### config.mk
export PLATFORM = sky130hd
export DESIGN_NAME = pnst_div
export DESIGN_NICKNAME = d
export VERILOG_FILES = /design/src/pnst_pkg.sv /design/src/pnst_div.sv
export SDC_FILE = /design/constraint.sdc
export NUM_CORES = 2
export LEC_CHECK = 0
export BUFFER_PORTS_ARGS = -buffer_cell sky130_fd_sc_hd__buf_2
export CAP_MARGIN = 10
export CORE_MARGIN = 5
export CORE_UTILIZATION = 25
export CTS_CLUSTER_DIAMETER = 50
export DETAILED_ROUTE_END_ITERATION = 12
export PLACE_DENSITY_LB_ADDON = 0.05
export SLEW_MARGIN = 25
export SYNTH_ARGS = -nofsm -noshare
export SYNTH_HDL_FRONTEND = slang
export SYNTH_SLANG_ARGS = --single-unit
### constraint.sdc
create_clock -name clk -period 4.6 [get_ports clk]
set_clock_uncertainty 0.05 [all_clocks]
set_input_delay 0.92 -clock clk [delete_from_list [all_inputs] [get_ports clk]]
set_output_delay 0.92 -clock clk [all_outputs]
set_load 0.03 [all_outputs]
### src/pnst_pkg.sv
`timescale 1ns / 1ps
// ----------------------------------------------------------------------------
// Point near segment test: shared definitions
// Coordinate width defaults, margin register layout, projection path codes
// and the default shape of the pipelined divider.
// ----------------------------------------------------------------------------
package pnst_pkg;

  localparam int COORD_BITS = 16;

  localparam int MARGIN_W = 8;
  localparam logic [MARGIN_W-1:0] MARGIN_RESET = 8'd5;

  // Widths of the divider for the default coordinate width.
  localparam int DIFF_W    = COORD_BITS + 1;
  localparam int DIV_DEN_W = 2 * DIFF_W;
  localparam int DIV_NUM_W = DIFF_W + DIV_DEN_W;
  localparam int DIV_Q_W   = DIFF_W;
  localparam int DIV_TAG_W = 2 * DIFF_W;

  typedef enum logic [1:0] {
    PATH_A   = 2'd0,
    PATH_B   = 2'd1,
    PATH_MID = 2'd2
  } path_t;

endpackage

### src/pnst_div.sv
`timescale 1ns / 1ps
// ----------------------------------------------------------------------------
// Pipelined restoring divider
// One quotient bit per register stage, most significant first. A new item
// may enter in every cycle; the whole line holds while en is low.
// ----------------------------------------------------------------------------
module pnst_div #(
  parameter int NUM_W = pnst_pkg::DIV_NUM_W,
  parameter int DEN_W = pnst_pkg::DIV_DEN_W,
  parameter int Q_W   = pnst_pkg::DIV_Q_W,
  parameter int TAG_W = pnst_pkg::DIV_TAG_W
) (
  input  logic             clk,
  input  logic             rst_n,
  input  logic             en,
  input  logic             in_valid,
  input  logic [NUM_W-1:0] num,
  input  logic [DEN_W-1:0] den,
  input  logic [TAG_W-1:0] in_tag,
  output logic             out_valid,
  output logic [Q_W-1:0]   quo,
  output logic [TAG_W-1:0] out_tag
);

  localparam int RW = (NUM_W > DEN_W + Q_W) ? NUM_W : DEN_W + Q_W;

  logic [Q_W-1:0]   valid_r;
  logic [RW-1:0]    rem_r [Q_W];
  logic [DEN_W-1:0] den_r [Q_W];
  logic [Q_W-1:0]   q_r   [Q_W];
  logic [TAG_W-1:0] tag_r [Q_W];

  for (genvar k = 0; k < Q_W; k++) begin : g_stage
    localparam int BIT = Q_W - 1 - k;

    logic             v_in;
    logic [RW-1:0]    rem_in;
    logic [DEN_W-1:0] den_in;
    logic [Q_W-1:0]   q_in;
    logic [TAG_W-1:0] tag_in;
    logic [RW-1:0]    shd;
    logic             ge;
    logic [RW-1:0]    rem_nxt;
    logic [Q_W-1:0]   q_nxt;

    if (k == 0) begin : g_first
      assign v_in   = in_valid;
      assign rem_in = RW'(num);
      assign den_in = den;
      assign q_in   = '0;
      assign tag_in = in_tag;
    end else begin : g_next
      assign v_in   = valid_r[k-1];
      assign rem_in = rem_r[k-1];
      assign den_in = den_r[k-1];
      assign q_in   = q_r[k-1];
      assign tag_in = tag_r[k-1];
    end

    always_comb begin
      shd      = RW'(den_in) << BIT;
      ge       = (rem_in >= shd);
      rem_nxt  = ge ? (rem_in - shd) : rem_in;
      q_nxt    = q_in;
      q_nxt[BIT] = ge;
    end

    always_ff @(posedge clk) begin
      if (!rst_n) begin
        valid_r[k] <= 1'b0;
      end else if (en) begin
        valid_r[k] <= v_in;
      end
    end

    always_ff @(posedge clk) begin
      if (en) begin
        rem_r[k] <= rem_nxt;
        den_r[k] <= den_in;
        q_r[k]   <= q_nxt;
        tag_r[k] <= tag_in;
      end
    end
  end

  assign out_valid = valid_r[Q_W-1];
  assign quo       = q_r[Q_W-1];
  assign out_tag   = tag_r[Q_W-1];

endmodule

==> key figures <==
CTS
  – CTS Buffer Depth: 4
  – Clock sink count: 2,108
  – CTS tree: built
  – Worst skew pair latency: 950 ps
  – Clock transition at path regs: 50 ps
  – Setup bufs post-CTS: 0
  – Total CTS buffers: 374
  – CTS root buffer: clkbuf_16
  – H-Tree Level Count: 5

Floorplan
  – Starting density of the core: 0.251
  – Core Rows: 237
  – Die width: 656 um
  – Core box area: 416,000 um2
  – Die Y: 656 um
  – Io pins: 175
  – Die area: 431,000 um2

Drt
  – Drt pass-1 iters: 7
  – Final wirelength: 280 mm
  – Detailed Route Iter0 Violations: 3,024
  – Via count: 67,800
  – Avg WL per Cell: 18.4 um
  – Routed vias/inst: 4.46
  – Number of remaining DRC errors: 0
  – Routed Antenna Nets: 0

Global route
  – All-layer global routing usage: 0.127
  – Largest net degree at the start of global routing: 127
  – Initial antenna violation count: 8
  – Overflow after GRT: 0
  – Vias in the first global route: 73,000
  – First-pass GRT wire length: 427 mm

STA
  – Max-slew violations: 0
  – Slew @ Worst Pin: 941 ps
  – RSZ-0062 raised after global routing: yes
  – Fmax: 227 MHz
  – Crit path setup slack, layout: 196 ps
  – Worst Hold Slack: 134 ps
  – Hold Vio Cnt, Final: 0
  – Slew HR: 0.366
  – Fin crit period: 4400 ps
  – Final setup vio count: 0
  – Final period util: 0.957

Power and ir drop
  – Power share of the combinational group: 0.327
  – Peak VDD IR: 0.294 mV
  – Power Density: 651 nW/um2
  – Clock power frac: 0.329
  – Switch share: 0.339
  – Net Sw Power: 28.2 mW
  – Power Internal: 54.8 mW
  – Total power draw: 83.0 mW
  – Part of the power in registers: 0.344
  – Static Leak: 48.8 nW

Worst setup path
  – Bufs and invs on worst path: 5
  – Worst Path Arrival: 5040 ps
  – Kind of critical path: flip-flop to flip-flop
  – Critical Path RT: 5230 ps
  – Reg2reg setup slack: 200 ps
  – Worst stage delay on the critical path: 660 ps
  – CP Launch Type: flip-flop
  – Crit Path Max Fanout: 28
  – Crit-path cells: inv_1 > ha_1 > inv_1 > fa_1 > a211oi_1 > o211ai_1 > a21oi_1 > buf_4 > a311oi_1 > buf_4 > o311ai_0 > nand2b_1 > a31oi_4 > buf_12 > mux2_2
  – Critical Path Sink Type: flip-flop
  – CP delay by family, top: compound AO/OA/AOI/OAI gates
  – CP max stage cell: o311ai_0

Outcome
  – Outcome: finished, final reports clean

Logic synthesis
  – Synth cell count leaders: 2,091 x edfxtp_1, 752 x nand2_1, 727 x inv_1
  – Yosys cell types: 96
  – Most frequent cell after synthesis: edfxtp_1
  – Mean Syn Cell Area: 12.0 um2
  – Main flop type after synthesis: edfxtp_1
  – Post-synth EDFFs: 2,091
  – Yosys warns: 0
  – Synth Instances: 8,672
  – Synth top area share: 0.601
  – Synth top area cells: edfxtp_1 60%, ha_1 6.9%, a21oi_1 3.2%
  – Largest area contributor in the netlist: edfxtp_1
  – #FFs+latches synth: 2,108
  – Net Count, Synth: 9,389
  – Synth Cell Area: 104,000 um2
  – Sequential area share after synthesis: 0.605
  – Asr flop ratio synth: 0

Job
  – Maxcap violations: 0

Cells and area
  – Synth-to-Final Area Change: 22.1%
  – Final nets: 10,100
  – Fin cells: 15,200
  – Ratio of cells with drive above 1 in the final layout: 0.130
  – Final core utilization: 0.306

Place
  – DP HPWL: 214 mm
  – Port Buffers: 174
  – Gpl congestion: 0.939
  – Dpl cells: 14,500
  – DP Worst Slack: -210 ps

Min path
  – Hold crit path type: input pin to flip-flop
[cell families after synthesis]
group	count (synthesis)	share of synthesized area
mux	93	0.00975
buf+inv	955	0.0347
flops	2108	0.605
fa+ha+maj	594	0.0723
xor+xnor	604	0.0507
simple gates	2087	0.0957
compound gates	2231	0.132
[cell usage in the layout, fill, tap and decap left out, types with 33 or more instances in the layout]
master / netlist / layout
buf_2: 11 / 173
xor2_1: 291 / 291
nor2_1: 455 / 453
o31ai_1: 42 / 42
or3_1: 44 / 44
dlygate4sd3_1: 0 / 33
clkinv_2: 0 / 53
inv_6: 1 / 34
xnor2_1: 313 / 313
nor4_1: 70 / 59
clkbuf_16: 0 / 379
ha_1: 578 / 578
nand2b_1: 52 / 52
mux2_2: 67 / 67
a31oi_1: 56 / 54
edfxtp_1: 2091 / 2091
clkinv_1: 1 / 54
o21a_1: 68 / 68
nand2_1: 752 / 752
bufinv_16: 0 / 40
a211oi_1: 57 / 55
a21o_1: 330 / 329
o21ai_0: 637 / 637
clkinvlp_4: 0 / 46
o211ai_1: 35 / 35
a21oi_1: 661 / 659
inv_1: 727 / 727
o21bai_1: 85 / 85
buf_4: 0 / 294
buf_12: 0 / 43
nor3_1: 114 / 112
nand4_1: 114 / 114
and3_1: 70 / 69
and2_1: 41 / 41
nand3_1: 134 / 134
nor2b_1: 88 / 87
clkbuf_1: 200 / 38
[cell type report]
cell class / count / area, um2
antenna: 15 / 37.5
sequential: 2108 / 63100
fill: 41800 / 289000
tap: 5497 / 6880
clock buffer: 417 / 9630
clock inverter: 268 / 2880
multi-input combinational: 5609 / 37900
inverter: 729 / 2740
timing repair buffer: 543 / 4260
[worst register-to-register path: stages (launching register included)]
cell      delay (ps)
edfxtp_1         380
inv_1             70
ha_1             190
inv_1             80
fa_1             430
a211oi_1         370
o211ai_1         210
a21oi_1          160
buf_4            170
a311oi_1         100
buf_4            180
o311ai_0         660
nand2b_1         220
a31oi_4          310
buf_12           210
mux2_2           380
[through the flow]
step / cell area, um2 / setup TNS, ps
after floorplan: 104000 / 0
after global routing: 127000 / -2.52
final: 127000 / 0
after CTS: 127000 / 0
after detailed placement: 115000 / -619
after global placement: 115000 / -1030
[power groups by stage]
stage,clock network [mW],registers (mW),logic [mW]
after floorplan,0,27.9,18.8
after global placement,0,29.0,26.9
after detailed placement,0,28.9,27.1
after CTS,28.5,28.6,27.2
after global routing,29.3,29.0,30.1
final,27.3,28.5,27.1
[timing repair]
item,in CTS,in global routing
endpoints found under the setup margin,8,10
gates resized for setup,1,4
endpoints found under the hold margin,33,0
hold buffers,33,0
[sequential cells by signal, summed over array words and instances (netlist names)]
name / count
rem_r: 816
tag_r: 578
den_r: 544
q_r: 153
g_stage.v_in: 16
out_valid: 1
[worst paths after layout]
path	from	cells after the start	endpoint
worst min register to register	q_r[0][98]$_DFFE_PP_	0	q_r[0][115]$_DFFE_PP_
worst min-delay path	den[3]	1	den_r[0][3]$_DFFE_PP_
worst max register to register	rem_r[0][15]$_DFFE_PP_	15	rem_r[0][75]$_DFFE_PP_
worst max-delay path	rem_r[0][15]$_DFFE_PP_	15	rem_r[0][75]$_DFFE_PP_
[metal layers]
layer	GRT usage	wire length, um	up-vias
li1	-	-	33600
met1	0.126	103000	32100
met2	0.246	150000	1288
met3	0.0173	8260	791
met4	0.0787	19000	0
met5	0	0	-
(Power assumes the default switching activity.)
